## config.mk

```make
export PLATFORM = sky130hd
export DESIGN_NAME = ppe_div
export DESIGN_NICKNAME = d
export VERILOG_FILES = /design/src/piecewise_poly_pose_eval_assert.svh /design/src/ppe_pkg.sv /design/src/ppe_div.sv
export SDC_FILE = /design/constraint.sdc
export NUM_CORES = 1
export LEC_CHECK = 0
export ABC_AREA = 0
export BUFFER_PORTS_ARGS = -buffer_cell sky130_fd_sc_hd__buf_2
export CAP_MARGIN = 20
export CORE_AREA = 3 3 162 164
export CTS_CLUSTER_DIAMETER = 120
export CTS_CLUSTER_SIZE = 24
export DETAILED_ROUTE_END_ITERATION = 10
export DIE_AREA = 0 0 165 167
export GPL_ROUTABILITY_DRIVEN = 0
export PLACE_DENSITY = 0.5
export SYNTH_ARGS = -nofsm -noshare
export SYNTH_HDL_FRONTEND = slang
export SYNTH_SLANG_ARGS = --single-unit
```

## constraint.sdc

```tcl
create_clock -name clk -period 4.77 [get_ports clk]
set_input_delay 0.477 -clock clk [delete_from_list [all_inputs] [get_ports clk]]
set_output_delay 0.477 -clock clk [all_outputs]
set_load 0.02 [all_outputs]
```

## src/piecewise_poly_pose_eval_assert.svh

```systemverilog
// Assertion macros shared by the pose evaluator.
// Each macro expects clk and rst_n in scope.
`ifndef PIECEWISE_POLY_POSE_EVAL_ASSERT_SVH
`define PIECEWISE_POLY_POSE_EVAL_ASSERT_SVH

// Same-cycle implication, checked outside reset.
`define PPE_ASSERT_IMP(lbl, ante, cons, msg) \
    lbl: assert property (@(posedge clk) disable iff (!rst_n) (ante) |-> (cons)) \
        else $error(msg);

// Next-cycle implication, checked outside reset.
`define PPE_ASSERT_NXT(lbl, ante, cons, msg) \
    lbl: assert property (@(posedge clk) disable iff (!rst_n) (ante) |=> (cons)) \
        else $error(msg);

`endif

```

## src/ppe_pkg.sv

```systemverilog
`timescale 1ns / 1ps
// ----------------------------------------------------------------------------
// ppe_pkg
// Types, constants and helper functions of the piecewise polynomial pose
// evaluator.
// ----------------------------------------------------------------------------
package ppe_pkg;

    // Horner accumulator width; holds the derivative sum up to degree 15.
    localparam int ACC_W        = 40;
    // Normalized segment time, 0..65536.
    localparam int U_W          = 17;
    // Span and offset of a segment, unsigned.
    localparam int SPAN_W       = 33;
    // CORDIC vector and angle widths.
    localparam int XW           = 44;
    localparam int ZW           = 28;
    localparam int CORDIC_STEPS = 20;
    localparam int STEP_W       = 5;
    localparam int NORM_BIT     = 37;
    localparam int HEAD_MAX     = 25736;
    localparam int PI_Q24       = 52707179;

    typedef enum logic [1:0] {
        OP_KNOT = 2'd0,
        OP_COEF = 2'd1,
        OP_EVAL = 2'd2
    } op_t;

    localparam logic [1:0] CFG_SEGMENTS = 2'd0;
    localparam logic [1:0] CFG_DEGREE   = 2'd1;

    typedef logic signed [ACC_W-1:0] acc_t;

    // Saturate an accumulator to a signed 32-bit result.
    function automatic logic signed [31:0] sat32(input acc_t v);
        logic signed [31:0] r;
        if (v > acc_t'(64'sd2147483647)) begin
            r = 32'sh7FFFFFFF;
        end
        else if (v < acc_t'(-64'sd2147483648)) begin
            r = 32'sh80000000;
        end
        else begin
            r = v[31:0];
        end
        return r;
    endfunction

    // Arctangent of 2^-i in Q.24 radians.
    function automatic logic signed [ZW-1:0] atan_q24(input logic [STEP_W-1:0] idx);
        logic signed [ZW-1:0] r;
        case (idx)
            5'd0:    r = 28'sd13176795;
            5'd1:    r = 28'sd7778716;
            5'd2:    r = 28'sd4110060;
            5'd3:    r = 28'sd2086331;
            5'd4:    r = 28'sd1047214;
            5'd5:    r = 28'sd524117;
            5'd6:    r = 28'sd262123;
            5'd7:    r = 28'sd131069;
            5'd8:    r = 28'sd65536;
            5'd9:    r = 28'sd32768;
            5'd10:   r = 28'sd16384;
            5'd11:   r = 28'sd8192;
            5'd12:   r = 28'sd4096;
            5'd13:   r = 28'sd2048;
            5'd14:   r = 28'sd1024;
            5'd15:   r = 28'sd512;
            5'd16:   r = 28'sd256;
            5'd17:   r = 28'sd128;
            5'd18:   r = 28'sd64;
            5'd19:   r = 28'sd32;
            default: r = '0;
        endcase
        return r;
    endfunction

endpackage

```

## src/ppe_div.sv

```systemverilog
`timescale 1ns / 1ps
// ----------------------------------------------------------------------------
// ppe_div
// Restoring divider giving u = floor(num * 2^16 / den) for num <= den,
// one quotient bit per cycle.
// ----------------------------------------------------------------------------
module ppe_div (
    input  logic                        clk,
    input  logic                        rst_n,
    input  logic                        start,
    input  logic [ppe_pkg::SPAN_W-1:0]  num,
    input  logic [ppe_pkg::SPAN_W-1:0]  den,
    output logic                        done,
    output logic [ppe_pkg::U_W-1:0]     quot
);
    import ppe_pkg::*;

    localparam int CNT_W = $clog2(U_W);

    logic                busy_reg;
    logic                done_reg;
    logic [CNT_W-1:0]    cnt_reg;
    logic [SPAN_W:0]     rem_reg;
    logic [SPAN_W-1:0]   den_reg;
    logic [U_W-1:0]      quot_reg;
    logic [SPAN_W:0]     trial;
    logic [SPAN_W:0]     diff;
    logic                ge;

    // The first step tests the integer bit, the rest shift in zeros.
    always_comb
    begin
        trial = (cnt_reg == '0) ? rem_reg : {rem_reg[SPAN_W-1:0], 1'b0};
        ge    = trial >= {1'b0, den_reg};
        diff  = trial - {1'b0, den_reg};
    end

    // Control.
    always_ff @(posedge clk or negedge rst_n)
    begin
        if (!rst_n)
        begin
            busy_reg <= 1'b0;
            done_reg <= 1'b0;
            cnt_reg  <= '0;
        end
        else
        begin
            done_reg <= 1'b0;
            if (start)
            begin
                busy_reg <= 1'b1;
                cnt_reg  <= '0;
            end
            else if (busy_reg)
            begin
                cnt_reg <= cnt_reg + 1'b1;
                if (cnt_reg == CNT_W'(U_W - 1))
                begin
                    busy_reg <= 1'b0;
                    done_reg <= 1'b1;
                end
            end
        end
    end

    // Remainder and quotient.
    always_ff @(posedge clk)
    begin
        if (start)
        begin
            rem_reg  <= {1'b0, num};
            den_reg  <= den;
            quot_reg <= '0;
        end
        else if (busy_reg)
        begin
            rem_reg  <= ge ? diff : trial;
            quot_reg <= {quot_reg[U_W-2:0], ge};
        end
    end

    assign done = done_reg;
    assign quot = quot_reg;

endmodule

```

==> results.rst <==
.. list-table::
   :header-rows: 1

   * - Metric
     - Value
   * - Status
     - finished clean
   * - Number of buffers inserted during clock tree synthesis
     - 9
   * - Overall routing resource usage
     - 0.130
   * - PnR worst setup slack
     - 489 ps
   * - Syn Nets
     - 768
   * - Core footprint
     - about 25000 um2
   * - Initial antenna violation count
     - 0
   * - Number of levels the H-tree was split into
     - 3
   * - Total detailed-routing wirelength
     - ~18 mm
   * - Worst path required time
     - around 5000 ps
   * - Initial core utilization
     - 0.249
   * - Most crowded layer after global routing
     - met1
   * - Startpoint of the lowest-slack hold path
     - den[10]
   * - Count of distinct cell types in the synthesized netlist
     - between 60 and 70
   * - Cell row count
     - 58
   * - CP arrival
     - about 4500 ps
   * - RSZ-0062 raised after global routing
     - false
   * - Kind of launch point of the worst setup path
     - flip-flop
   * - Count of warnings emitted by yosys
     - 0
   * - Maximum clock frequency
     - 234 MHz
   * - TritonCTS clock tree
     - done
   * - Final worst clock skew
     - 13.4 ps
   * - Total grt overflow
     - 0
   * - Total standard cell area after synthesis
     - between 6000 and 7000 um2
   * - Worst-path maximum fanout
     - 38
   * - Clock buffer depth
     - 2
   * - Met1 layer usage reported by global route
     - 0.196
   * - Flip-flop cell with the highest count after synthesis
     - edfxtp_1
   * - Ratio of cells with drive above 1 in the final layout
     - 0.222
   * - I/O pin count
     - between 80 and 90
   * - Post CTS Setup Buffer Count
     - 0
   * - Pin count of the biggest net entering global routing
     - 70
   * - Leak Pwr
     - about 3.1 nW
   * - Highest ir drop seen on vdd
     - 0.219 mV
   * - Residual DRC count
     - 0
   * - Number of buffers inserted for hold repair after clock tree synthesis
     - 1
   * - Diodes inserted
     - 0
   * - Placed cell count
     - 1060
   * - Max-slew headroom at the worst pin
     - 0.384
   * - Residual antenna-violating net count after detailed routing
     - 0
   * - Cell count after synthesis
     - 663
   * - DIE AREA
     - between 20000 and 30000 um2
   * - GR Layer Usage met3
     - 0.0219
   * - Post-synth EDFFs
     - 66
   * - Register bit total from synthesis
     - 91
   * - Hold violation total from the final report
     - 0
   * - Number of fillers in the final layout
     - 2677
   * - Port buffer count
     - 86
   * - Setup crit start
     - cnt_reg[0]
   * - Actual transition at the worst max-transition pin
     - a little over 900 ps
   * - Fraction of the cycle the final worst path needs
     - 0.897
   * - Routed vias/inst
     - 4.85
   * - Clock-pin slew reported for the worst setup and hold paths after clock tree synthesis
     - approximately 80 ps
   * - Routed via count
     - between 5000 and 6000
   * - Number of search-and-repair iterations in the first detailed-routing pass
     - 4
   * - First-pass GRT wire length
     - 28.4 mm
   * - DIE WIDTH
     - 165 um
   * - Worst skew pair latency
     - 360 ps
   * - Final sum of negative setup slack
     - 0 ps
   * - Number of instances resized during post-cts repair
     - 0
   * - Non-filler instance count after layout
     - 1077
   * - Height of the die
     - approximately 170 um
   * - Post-layout nets
     - roughly 850
   * - Via count of the first global-routing pass
     - between 5000 and 6000
   * - Area growth from synthesis to final layout
     - 18.3%
   * - Critical register-to-register path startpoint
     - cnt_reg[0]
   * - Post-synthesis async set-or-reset flop share
     - 0.0769
   * - CTS Root Cell
     - clkbuf_16
   * - Post-layout minimum cycle time
     - about 4300 ps
   * - Worst slack at placement
     - 535 ps
   * - Crit. End Element
     - flip-flop
   * - Power density relative to cell area
     - about 660 nW/um2
   * - Post-Syn Area per Cell
     - approximately 9.4 um2
   * - Met2 track demand over resource
     - 0.189
   * - Clk sink count
     - 91
   * - Type of the worst setup path
     - flip-flop to flip-flop
   * - Detailed-route wire length per cell
     - about 16 um
   * - Total power consumption of the routed design
     - approximately 5 mW
   * - Max-slew violation count
     - 0
   * - Finish-stage setup viols
     - 0
   * - Min Hold Slack
     - approximately 290 ps
   * - Number of flip-flops in the largest register
     - 34
   * - First-iteration detailed-routing DRC count
     - roughly 380
   * - Detailed placement HPWL
     - roughly 13 mm
   * - Min-Delay Path Class
     - input port to flip-flop
   * - Portion of the post-synthesis area used by sequential elements
     - 0.404
   * - Max Cap Viol
     - 0
==> cell usage after synthesis (17+ instances only) <==
cell / n / area (um2)
nand3_1: 33 / 165
nor3_1: 19 / 95.1
nand2_1: 30 / 113
o21ai_0: 38 / 190
inv_1: 48 / 180
edfxtp_1: 66 / 1980
ha_1: 35 / 438
dfxtp_1: 18 / 360
a31oi_1: 32 / 200
mux2i_1: 17 / 170
mux2_2: 32 / 360
clkbuf_1: 19 / 71.3
nor2_1: 67 / 251
a21oi_1: 34 / 170
==> critical path: stages (launching register included) <==
cell	delay (ps)
dfrtp_1	420
inv_1	80
ha_1	160
nand2_1	60
nor2_2	130
buf_12	240
mux2_2	380
ha_1	420
and4_1	280
and3_1	270
o221ai_2	170
a21o_1	250
o2111ai_2	260
nand3_2	280
buf_12	250
a211o_1	300
a31oi_1	150
==> power by group <==
part	internal (mW)	switching, mW	total [mW]	leakage, nW
clock network	0.369	0.360	0.730	0.146
registers	1.09	0.109	1.20	0.903
logic	1.25	1.73	2.98	2.08
total	2.71	2.20	4.90	3.13
==> final timing paths <==
path,slack (ps),cells past startpoint,to
hold reg to reg,500,2,quot[16]
max in group asynchronous,4130,2,cnt_reg[4]
hold / removal,290,1,den_reg[10]
min in group asynchronous,470,2,busy_reg
setup reg to reg,490,16,rem_reg[7]
setup / recovery,490,16,rem_reg[7]
==> layout by cell type (no fill, tap or decap), types with 8 or more instances in the layout <==
master	Yosys	final
xnor2_1	9	9
a31oi_1	32	32
nor3_1	19	19
a21o_1	13	13
nand4_1	9	9
clkbuf_16	0	9
edfxtp_1	66	66
o21ai_0	38	38
nand2_1	30	30
o211ai_1	14	14
ha_1	35	35
mux2_2	32	32
buf_2	4	86
or3_1	8	8
inv_1	48	47
xor2_1	8	8
mux2i_1	17	17
nor2_1	67	66
a21oi_1	34	34
nand3_1	33	33
buf_4	3	13
dfxtp_1	18	18
==> stage by stage <==
step / util / instance area (um2)
2_1_floorplan: - / 6240
3_3_place_gp: 0.283 / 7080
3_5_place_dp: 0.283 / 7080
4_1_cts: 0.295 / 7380
5_1_grt: 0.295 / 7380
6_report: 0.295 / 7380
==> cell type report <==
| class | instances | area [um2] | area share |
|---|---|---|---|
| Sequential cell | 91 | 2520 | 0.341 |
| Clock inverter | 7 | 66.3 | 0.00899 |
| Inverter | 48 | 180 | 0.0244 |
| Tap cell | 330 | 413 | 0.0560 |
| Clock buffer | 9 | 225 | 0.0305 |
| Multi-Input combinational cell | 490 | 3400 | 0.461 |
| Timing Repair Buffer | 102 | 578 | 0.0783 |
==> kinds of logic after synthesis <==
group / share of synthesized area
AO/OA/AOI/OAI: 0.204
XOR/XNOR: 0.0239
adder cells (fa/ha/maj): 0.0734
buffers and inverters: 0.0532
flip-flops: 0.404
multiplexers: 0.0851
AND/OR/NAND/NOR: 0.157
==> routing by layer <==
metal,part of all wire,wire length (um)
met5,0,0
met4,0.014,253
met3,0.044,766
met2,0.43,7580
met1,0.51,8940
No activity file was read; power rests on OpenSTA's default activity.
