`src/piecewise_poly_pose_eval_assert.svh`:
```
// Assertion macros shared by the pose evaluator.
// Each macro expects clk and rst_n in scope.
`ifndef PIECEWISE_POLY_POSE_EVAL_ASSERT_SVH
`define PIECEWISE_POLY_POSE_EVAL_ASSERT_SVH

// Same-cycle implication, checked outside reset.
`define PPE_ASSERT_IMP(lbl, ante, cons, msg) \
    lbl: assert property (@(posedge clk) disable iff (!rst_n) (ante) |-> (cons)) \
        else $error(msg);

// Next-cycle implication, checked outside reset.
`define PPE_ASSERT_NXT(lbl, ante, cons, msg) \
    lbl: assert property (@(posedge clk) disable iff (!rst_n) (ante) |=> (cons)) \
        else $error(msg);

`endif

```
`src/ppe_pkg.sv`:
```
`timescale 1ns / 1ps
// ----------------------------------------------------------------------------
// ppe_pkg
// Types, constants and helper functions of the piecewise polynomial pose
// evaluator.
// ----------------------------------------------------------------------------
package ppe_pkg;

    // Horner accumulator width; holds the derivative sum up to degree 15.
    localparam int ACC_W        = 40;
    // Normalized segment time, 0..65536.
    localparam int U_W          = 17;
    // Span and offset of a segment, unsigned.
    localparam int SPAN_W       = 33;
    // CORDIC vector and angle widths.
    localparam int XW           = 44;
    localparam int ZW           = 28;
    localparam int CORDIC_STEPS = 20;
    localparam int STEP_W       = 5;
    localparam int NORM_BIT     = 37;
    localparam int HEAD_MAX     = 25736;
    localparam int PI_Q24       = 52707179;

    typedef enum logic [1:0] {
        OP_KNOT = 2'd0,
        OP_COEF = 2'd1,
        OP_EVAL = 2'd2
    } op_t;

    localparam logic [1:0] CFG_SEGMENTS = 2'd0;
    localparam logic [1:0] CFG_DEGREE   = 2'd1;

    typedef logic signed [ACC_W-1:0] acc_t;

    // Saturate an accumulator to a signed 32-bit result.
    function automatic logic signed [31:0] sat32(input acc_t v);
        logic signed [31:0] r;
        if (v > acc_t'(64'sd2147483647)) begin
            r = 32'sh7FFFFFFF;
        end
        else if (v < acc_t'(-64'sd2147483648)) begin
            r = 32'sh80000000;
        end
        else begin
            r = v[31:0];
        end
        return r;
    endfunction

    // Arctangent of 2^-i in Q.24 radians.
    function automatic logic signed [ZW-1:0] atan_q24(input logic [STEP_W-1:0] idx);
        logic signed [ZW-1:0] r;
        case (idx)
            5'd0:    r = 28'sd13176795;
            5'd1:    r = 28'sd7778716;
            5'd2:    r = 28'sd4110060;
            5'd3:    r = 28'sd2086331;
            5'd4:    r = 28'sd1047214;
            5'd5:    r = 28'sd524117;
            5'd6:    r = 28'sd262123;
            5'd7:    r = 28'sd131069;
            5'd8:    r = 28'sd65536;
            5'd9:    r = 28'sd32768;
            5'd10:   r = 28'sd16384;
            5'd11:   r = 28'sd8192;
            5'd12:   r = 28'sd4096;
            5'd13:   r = 28'sd2048;
            5'd14:   r = 28'sd1024;
            5'd15:   r = 28'sd512;
            5'd16:   r = 28'sd256;
            5'd17:   r = 28'sd128;
            5'd18:   r = 28'sd64;
            5'd19:   r = 28'sd32;
            default: r = '0;
        endcase
        return r;
    endfunction

endpackage

```
`src/ppe_head.sv`:
```
`timescale 1ns / 1ps
// ----------------------------------------------------------------------------
// ppe_head
// Heading unit: folds the left half-plane, normalizes the derivative vector
// one bit a cycle, runs a vectoring CORDIC and rounds to Q3.13 radians.
// ----------------------------------------------------------------------------
module ppe_head (
    input  logic                clk,
    input  logic                rst_n,
    input  logic                start,
    input  ppe_pkg::acc_t       dx,
    input  ppe_pkg::acc_t       dy,
    output logic                done,
    output logic signed [15:0]  heading
);
    import ppe_pkg::*;

    typedef enum logic [1:0] {
        H_IDLE,
        H_NORM,
        H_ROT,
        H_RND
    } hstate_t;

    localparam logic signed [XW-1:0] NORM_LIM = XW'(1) << NORM_BIT;

    hstate_t                 state_reg;
    logic                    done_reg;
    logic signed [15:0]      heading_reg;
    logic signed [XW-1:0]    x_reg;
    logic signed [XW-1:0]    y_reg;
    logic signed [ZW-1:0]    z_reg;
    logic [STEP_W-1:0]       i_reg;

    logic signed [XW-1:0]    dx_ext;
    logic signed [XW-1:0]    dy_ext;
    logic signed [XW-1:0]    x_sh;
    logic signed [XW-1:0]    y_sh;
    logic                    small_vec;
    logic signed [ZW-1:0]    z_rnd;
    logic signed [ZW-12:0]   r_val;
    logic signed [15:0]      r_clamp;

    // Step terms, normalization test and final rounding.
    always_comb
    begin
        dx_ext    = XW'(dx);
        dy_ext    = XW'(dy);
        x_sh      = x_reg >>> i_reg;
        y_sh      = y_reg >>> i_reg;
        small_vec = (x_reg < NORM_LIM) && (y_reg < NORM_LIM) && (y_reg > -NORM_LIM);
        z_rnd     = z_reg + ZW'(1024);
        r_val     = z_rnd[ZW-1:11];
        if (r_val > (ZW-11)'(HEAD_MAX))
        begin
            r_clamp = 16'(HEAD_MAX);
        end
        else if (r_val < -((ZW-11)'(HEAD_MAX)))
        begin
            r_clamp = -16'(HEAD_MAX);
        end
        else
        begin
            r_clamp = r_val[15:0];
        end
    end

    // Sequencer with result register.
    always_ff @(posedge clk or negedge rst_n)
    begin
        if (!rst_n)
        begin
            state_reg   <= H_IDLE;
            done_reg    <= 1'b0;
            heading_reg <= '0;
        end
        else
        begin
            done_reg <= 1'b0;
            unique case (state_reg)
                H_IDLE:
                begin
                    if (start)
                    begin
                        if (dx == '0 && dy == '0)
                        begin
                            heading_reg <= '0;
                            done_reg    <= 1'b1;
                        end
                        else
                        begin
                            state_reg <= H_NORM;
                        end
                    end
                end
                H_NORM:
                begin
                    if (!small_vec)
                    begin
                        state_reg <= H_ROT;
                    end
                end
                H_ROT:
                begin
                    if (i_reg == STEP_W'(CORDIC_STEPS - 1))
                    begin
                        state_reg <= H_RND;
                    end
                end
                H_RND:
                begin
                    heading_reg <= r_clamp;
                    done_reg    <= 1'b1;
                    state_reg   <= H_IDLE;
                end
                default:
                begin
                    state_reg <= H_IDLE;
                end
            endcase
        end
    end

    // Vector and angle datapath.
    always_ff @(posedge clk)
    begin
        case (state_reg)
            H_IDLE:
            begin
                i_reg <= '0;
                if (dx < 0)
                begin
                    x_reg <= -dx_ext;
                    y_reg <= -dy_ext;
                    z_reg <= (dy >= 0) ? ZW'(PI_Q24) : -ZW'(PI_Q24);
                end
                else
                begin
                    x_reg <= dx_ext;
                    y_reg <= dy_ext;
                    z_reg <= '0;
                end
            end
            H_NORM:
            begin
                if (small_vec)
                begin
                    x_reg <= x_reg <<< 1;
                    y_reg <= y_reg <<< 1;
                end
            end
            H_ROT:
            begin
                i_reg <= i_reg + 1'b1;
                if (y_reg >= 0)
                begin
                    x_reg <= x_reg + y_sh;
                    y_reg <= y_reg - x_sh;
                    z_reg <= z_reg + atan_q24(i_reg);
                end
                else
                begin
                    x_reg <= x_reg - y_sh;
                    y_reg <= y_reg + x_sh;
                    z_reg <= z_reg - atan_q24(i_reg);
                end
            end
            default:
            begin
            end
        endcase
    end

    assign done    = done_reg;
    assign heading = heading_reg;

endmodule

```
`config.mk`:
```
export PLATFORM = sky130hd
export DESIGN_NAME = ppe_head
export DESIGN_NICKNAME = d
export VERILOG_FILES = /design/src/piecewise_poly_pose_eval_assert.svh /design/src/ppe_pkg.sv /design/src/ppe_head.sv
export SDC_FILE = /design/constraint.sdc
export NUM_CORES = 1
export LEC_CHECK = 0
export BUFFER_PORTS_ARGS = -buffer_cell sky130_fd_sc_hd__buf_2
export CORE_ASPECT_RATIO = 0.5
export CORE_MARGIN = 4
export CORE_UTILIZATION = 45
export DETAILED_ROUTE_END_ITERATION = 10
export SYNTH_ARGS = -nofsm -noshare
export SYNTH_HDL_FRONTEND = slang
export SYNTH_SLANG_ARGS = --single-unit
```
`constraint.sdc`:
```
create_clock -name clk -period 8.48 [get_ports clk]
set_clock_uncertainty 0.15 [all_clocks]
set_input_delay 1.272 -clock clk [delete_from_list [all_inputs] [get_ports clk]]
set_output_delay 1.272 -clock clk [all_outputs]
set_load 0.01 [all_outputs]
```
==> results of run 1 <==
worst reg2reg max path: stages (launching register included):
cell	delay (ps)
edfxtp_1	820
buf_12	310
buf_4	300
mux2_2	400
mux4_2	580
mux2i_1	460
a221o_1	420
nand2_1	110
or4_1	650
o31ai_1	310
xnor2_1	250
ha_1	360
a21o_1	170
a21o_1	180
a21oi_1	150
o21ai_0	200
or4_1	490
o211ai_1	460
a21boi_0	360
o31ai_1	450
xnor2_1	160
nand2_1	70
a31oi_1	200
metal layers:
| metal | share of wire [%] | GRT usage [%] | vias to the layer above |
|---|---|---|---|
| li1 | - | - | 11400 |
| met1 | 45 | 45.04 | 12090 |
| met2 | 40 | 42.78 | 1254 |
| met3 | 12 | 10.61 | 160 |
| met4 | 2.3 | 7.487 | 4 |
| met5 | 0.16 | 1.603 | - |
cells in the final DEF, fill, tap and decap left out, drive strengths merged, types with 26 or more instances in the layout:
| cell | synthesis | layout |
|---|---|---|
| xnor2 | 191 | 191 |
| o31ai | 57 | 57 |
| buf | 84 | 188 |
| a21oi | 231 | 231 |
| and3 | 26 | 26 |
| o21ai | 197 | 197 |
| xor2 | 95 | 95 |
| edfxtp | 121 | 121 |
| mux2i | 100 | 100 |
| nand2 | 249 | 249 |
| nor3 | 40 | 40 |
| nand2b | 40 | 40 |
| mux4 | 80 | 80 |
| nand3 | 60 | 60 |
| nor2 | 235 | 235 |
| a221oi | 34 | 34 |
| inv | 70 | 79 |
| a21o | 77 | 77 |
| mux2 | 85 | 85 |
| o22ai | 48 | 48 |
| ha | 141 | 141 |
| or3 | 42 | 42 |
| a22oi | 55 | 55 |
logic make-up after synthesis:
logic type / after synthesis
AO/OA/AOI/OAI: 976
XOR/XNOR: 286
adder cells (fa/ha/maj): 146
buffers and inverters: 262
flip-flops: 164
multiplexers: 265
AND/OR/NAND/NOR: 860
path summary, 6_finish.rpt:
check,start,to,slack [ps],depth (start not counted)
setup / recovery,i_reg[3]$_DFFE_PN_,y_reg[40]$_DFFE_PP_,300,22
hold / removal,heading[7]$_DFFE_PN0P_,heading[7]$_DFFE_PN0P_,340,1
setup reg to reg,i_reg[3]$_DFFE_PN_,y_reg[40]$_DFFE_PP_,300,22
hold reg to reg,heading[7]$_DFFE_PN0P_,heading[7]$_DFFE_PN0P_,340,1
max in group asynchronous,rst_n,state_reg[0]$_DFFE_PN0P_,7320,1
min in group asynchronous,rst_n,heading[5]$_DFFE_PN0P_,560,1
final cells by class:
class,instances,area share (%)
clock buffers,18,1.698
clock inverters,14,0.5706
inverters,71,1.004
multi-input cells,2533,71.21
flip-flops and latches,164,17.30
well taps,713,3.362
repair buffers,188,4.857
stage by stage:
stage	instance area [um^2]	hold WS [ps]
floorplan	24570	366.2
global placement	25830	308.3
detailed placement	25830	315.2
CTS	26430	335.5
global route	26530	353.0
finish	26530	335.1
timing repair:
item                                    in CTS  in global routing
endpoints found under the setup margin       0                 11
buffers inserted                             0                 12
hold endpoints to repair                     0                  0
==> impl_metrics.csv, run 1 <==
group,metric,value,unit
outcome,outcome,"completed",
synth,synth.ff_latch_count,164,
die,die_area,58620,um^2
global_route,antenna_found_initial,4,
die,boundaryPins,100,
clocking,cts_hold_buf,0,
drt,vias,24910,
drt,vias_per_cell,6.730,
drt,wl_per_cell,25.27,um
die,core,53900,um^2
worst_setup_path,critical_path.max_stage_delay,820,ps
worst_setup_path,worst_path_max_delay_cell,"edfxtp_1",
synth,ys_async_sr_fraction,11.59,%
synth,synth_xor_area_share,10.20,%
drt,wirelength,93.54,mm
synth,synth_compound_area_share,26.60,%
synth,synth.top_cell.area_share,14.79,%
timing,finalSetupViolations,0,
worst_setup_path,path_delay_family,"compound AO/OA/AOI/OAI gates",
clocking,cts_resized,0,
timing,tightest_slew,1303,ps
worst_setup_path,cp_num_buf_inv,2,
synth,synthTopCellsByArea,"edfxtp_1, mux4_2, ha_1",
synth,synth.most_common_cell,"nand2_1",
layout,num-fill-cells,5276,
global_route,grt_usage,30.74,%
synth,muxShareOfSynthArea,15.32,%
global_route,grt_pass1_vias,22690,
clocking,insertion_delay,500,ps
clocking,cts_tree,"done",
timing,grt_setup_unrepaired,"no",
placement,dp_slack,461.6,ps
clocking,clockBufferDepth,2,
placement,dp_hpwl,71.97,mm
synth,syn_area_per_cell,8.302,um^2
timing,setup_ws,300.6,ps
layout,seqCellArea,4589,um^2
worst_setup_path,criticalPathCategory,"flop to flop",
die,rows,60,
synth,synth_edf_count,121,
global_route,grt_overflow,0,
timing,setup-tns-final,0,ps
drt,first_pass_iters,6,
clocking,cts.clk_slew.worst_paths,90,ps
die,fp.dieH,173.2,um
clocking,cts.htree.levels,4,
placement,dp.cells,3657,
timing,slew_violations,0,
worst_setup_path,critPathRequiredTime,8650,ps
clocking,cts.sinks,164,
synth,synth-main-ff-cell,"edfxtp_1",
global_route,grt_pass1_wl,141.3,mm
drt,ant_nets,0,
timing,hold_viol,0,
layout,drive_gt1_share,14.69,%
worst_setup_path,cp-start-kind,"flop",
drt,drtIter0Drc,3208,
die,start_util,45.58,%
clocking,numCtsBuffers,17,
synth,synth_adder_area_share,7.507,%
clocking,cts_root_buffer,"clkbuf_16",
worst_setup_path,arrival,8340,ps
min_path,hold_path.class,"flop to flop",
layout,multi_input_area,18890,um^2
layout,final_cells,3701,
timing,relSlewSlack,12.45,%
synth,synth_area,24570,um^2
timing,fmax,122.3,MHz
layout,area_growth_syn_to_layout,8.006,%
synth,synth_top_family_by_area,"compound AO/OA/AOI/OAI gates",
synth,synth_area_leader_cell,"edfxtp_1",
synth,synth_nets,3186,
global_route,grt_max_degree,87,
timing,period_share,96.45,%
synth,synth_warnings,0,
worst_setup_path,crit_chain,"buf_12, buf_4, mux2_2, mux4_2, mux2i_1, a221o_1, nand2_1, or4_1, o31ai_1, xnor2_1, ha_1, a21o_1, a21o_1, a21oi_1, o21ai_0, or4_1, o211ai_1, a21boi_0, o31ai_1, xnor2_1, nand2_1, a31oi_1",
synth,synth_commonest_cells,"nand2_1, nor2_1, a21oi_1",
timing,period_needed,8179,ps
placement,gp_congestion,1.059,
die,die_w,338.4,um
synth,synth-simple-area-share,17.16,%
synth,synth_cells,2959,
synth,ys_types,98,
worst_setup_path,end_kind,"flop",
layout,post-route-util,49.22,%
synth,ys_seq_area_share,18.68,%
job,maxCapViolCount,0,
layout,nets,3202,
placement,port_buffers,99,
worst_setup_path,cp_max_fo,30,
layout,n_antenna_cell,0,
drt,drc_errors,0,
Power of run 1 is not shown: default switching activity piles up to over one toggle a cycle in this logic, so the estimate is an artifact.
==> run 2, diff against run 1 <==
- CTS_CLUSTER_DIAMETER: default -> 50
- PLACE_DENSITY: default -> 0.66
==> run 2 against run 1 <==
Effect of this change: critical path depth increased by 2; critical path type unchanged; first-iteration DRC count decreased by 3.3%; final area decreased by 0.20%; global-route usage increased by 0.12 points; cell count decreased by 0.16%; sequential share of layout area about the same; worst setup slack improved by 320 ps; utilization decreased by 0.098 points.
==> impl_metrics.csv, run 2 (synthesis results as in run 1) <==
group,metric,value,unit
timing,period_share,92.72,%
layout,drive_gt1_share,14.49,%
timing,finalSetupViolations,0,
timing,fmax,127.2,MHz
layout,n_antenna_cell,0,
clocking,cts_tree,"done",
worst_setup_path,r2r-start,"i_reg[1]$_DFFE_PN_",
drt,wl_per_cell,25.39,um
min_path,min-delay-start,"heading[7]$_DFFE_PN0P_",
layout,final_cell_mix,"nand2_1, nor2_1, a21oi_1",
clocking,clockBufferDepth,2,
outcome,outcome,"completed",
global_route,antenna_found_initial,2,
worst_setup_path,cp_max_fo,41,
timing,relSlewSlack,10.66,%
die,core,53900,um^2
timing,hold_viol,0,
placement,gp_congestion,1.050,
worst_setup_path,cp-start-kind,"flop",
layout,layout_commonest_cell,"nand2_1",
timing,setup-tns-final,0,ps
layout,nets,3196,
clocking,cts.clk_slew.worst_paths,100,ps
drt,first_pass_iters,6,
placement,port_buffers,99,
worst_setup_path,arrival,7900,ps
layout,area_growth_syn_to_layout,7.793,%
clocking,cts.htree.levels,4,
placement,dp_hpwl,71.57,mm
min_path,hold_path.class,"flop to flop",
worst_setup_path,end_kind,"flop",
global_route,grt_pass1_vias,23110,
drt,drc_errors,0,
drt,ant_nets,0,
die,die_area,58620,um^2
die,boundaryPins,100,
layout,final_area,26480,um^2
clocking,numCtsBuffers,17,
placement,place_area,25840,um^2
worst_setup_path,cp-startpoint,"i_reg[1]$_DFFE_PN_",
die,rows,60,
global_route,grt_overflow,0,
global_route,grt_usage,30.86,%
job,maxCapViolCount,0,
timing,period_needed,7862,ps
die,fp.dieH,173.2,um
timing,grt_setup_unrepaired,"no",
die,die_w,338.4,um
drt,vias,24890,
worst_setup_path,criticalPathCategory,"flop to flop",
clocking,cts.sinks,164,
worst_setup_path,critical_path.max_stage_delay,690,ps
global_route,grt_pass1_wl,142.9,mm
drt,vias_per_cell,6.735,
clocking,insertion_delay,490,ps
timing,tightest_slew,1326,ps
timing,slew_violations,0,
clocking,cts_resized,0,
worst_setup_path,worst_path_max_delay_cell,"edfxtp_1",
layout,post-route-util,49.13,%
timing,holdWs,329.9,ps
drt,drtIter0Drc,3103,
worst_setup_path,crit_chain,"buf_12, buf_4, nand2b_1, o32a_1, nand4_1, a2111oi_1, buf_4, nand4_1, or3_1, or3_1, nor2_1, mux2_2, o221ai_1, ha_1, a21o_1, a21o_1, a221oi_1, o221ai_1, a21oi_1, o21ai_0, o21ai_0, buf_4, xor2_1, o221ai_1",
worst_setup_path,critPathRequiredTime,8520,ps
clocking,cts_root_buffer,"clkbuf_16",
die,start_util,45.58,%
drt,wirelength,93.83,mm
global_route,grt_max_degree,83,
## run 2: changes by cell type in the layout (fill, tap and decap cells not counted), moves of 2 or more
| cell | previous run | this run |
|---|---|---|
| inv_8 | 5 | 2 |
| inv_6 | 2 | 4 |
| buf_4 | 79 | 75 |
| clkinv_8 | 3 | 7 |
| buf_12 | 10 | 8 |
| inv_4 | 2 | 0 |
## run 2: final cells by class
cell class                      instances  area [um^2]
Fill cell                            5248        27420
Sequential cell                       164         4589
Tap cell                              713        892.1
Timing Repair Buffer                  182         1219
Inverter                               71        266.5
Clock inverter                         15        196.4
Clock buffer                           17        425.4
Multi-Input combinational cell       2533        18890
## run 2: routing by layer
metal,track usage (%),vias up,part of all wire (%)
met4,7.487,2,2.6
met5,0,-,0.0075
met2,43.86,1278,40
met1,44.60,12070,45
li1,-,11380,-
met3,10.70,159,12
## run 2: critical path: cells and delay by family, from the launching register on
kind | cells | cell delay [ps]
AND/OR/NAND/NOR | 6 | 1960
buffers and inverters | 4 | 1000
AO/OA/AOI/OAI | 11 | 2900
adder cells (fa/ha/maj) | 1 | 320
XOR/XNOR | 1 | 190
multiplexers | 1 | 360
flip-flops | 1 | 690
## run 2: worst paths after layout
check / endpoint / slack [ps] / cells after the start
min in group asynchronous: heading[8]$_DFFE_PN0P_ / 570 / 1
min: heading[7]$_DFFE_PN0P_ / 330 / 1
min reg2reg: heading[7]$_DFFE_PN0P_ / 330 / 1
max: x_reg[38]$_DFFE_PP_ / 620 / 24
max reg2reg: x_reg[38]$_DFFE_PP_ / 620 / 24
max in group asynchronous: heading[1]$_DFFE_PN0P_ / 7290 / 1
## run 2: repair_timing
item                                    4_1_cts  5_1_grt
buffers inserted                              0        2
endpoints found under the setup margin        0       10
hold buffers                                  0        0
## run 2: stage by stage
stage               setup WS [ps]  cells
floorplan                    1484   2959
global route                203.3   3695
detailed placement          489.2   3661
global placement            433.2   3661
CTS                         425.9   3693
finish                      617.6   3695
Power of run 2 is left out for the same reason.
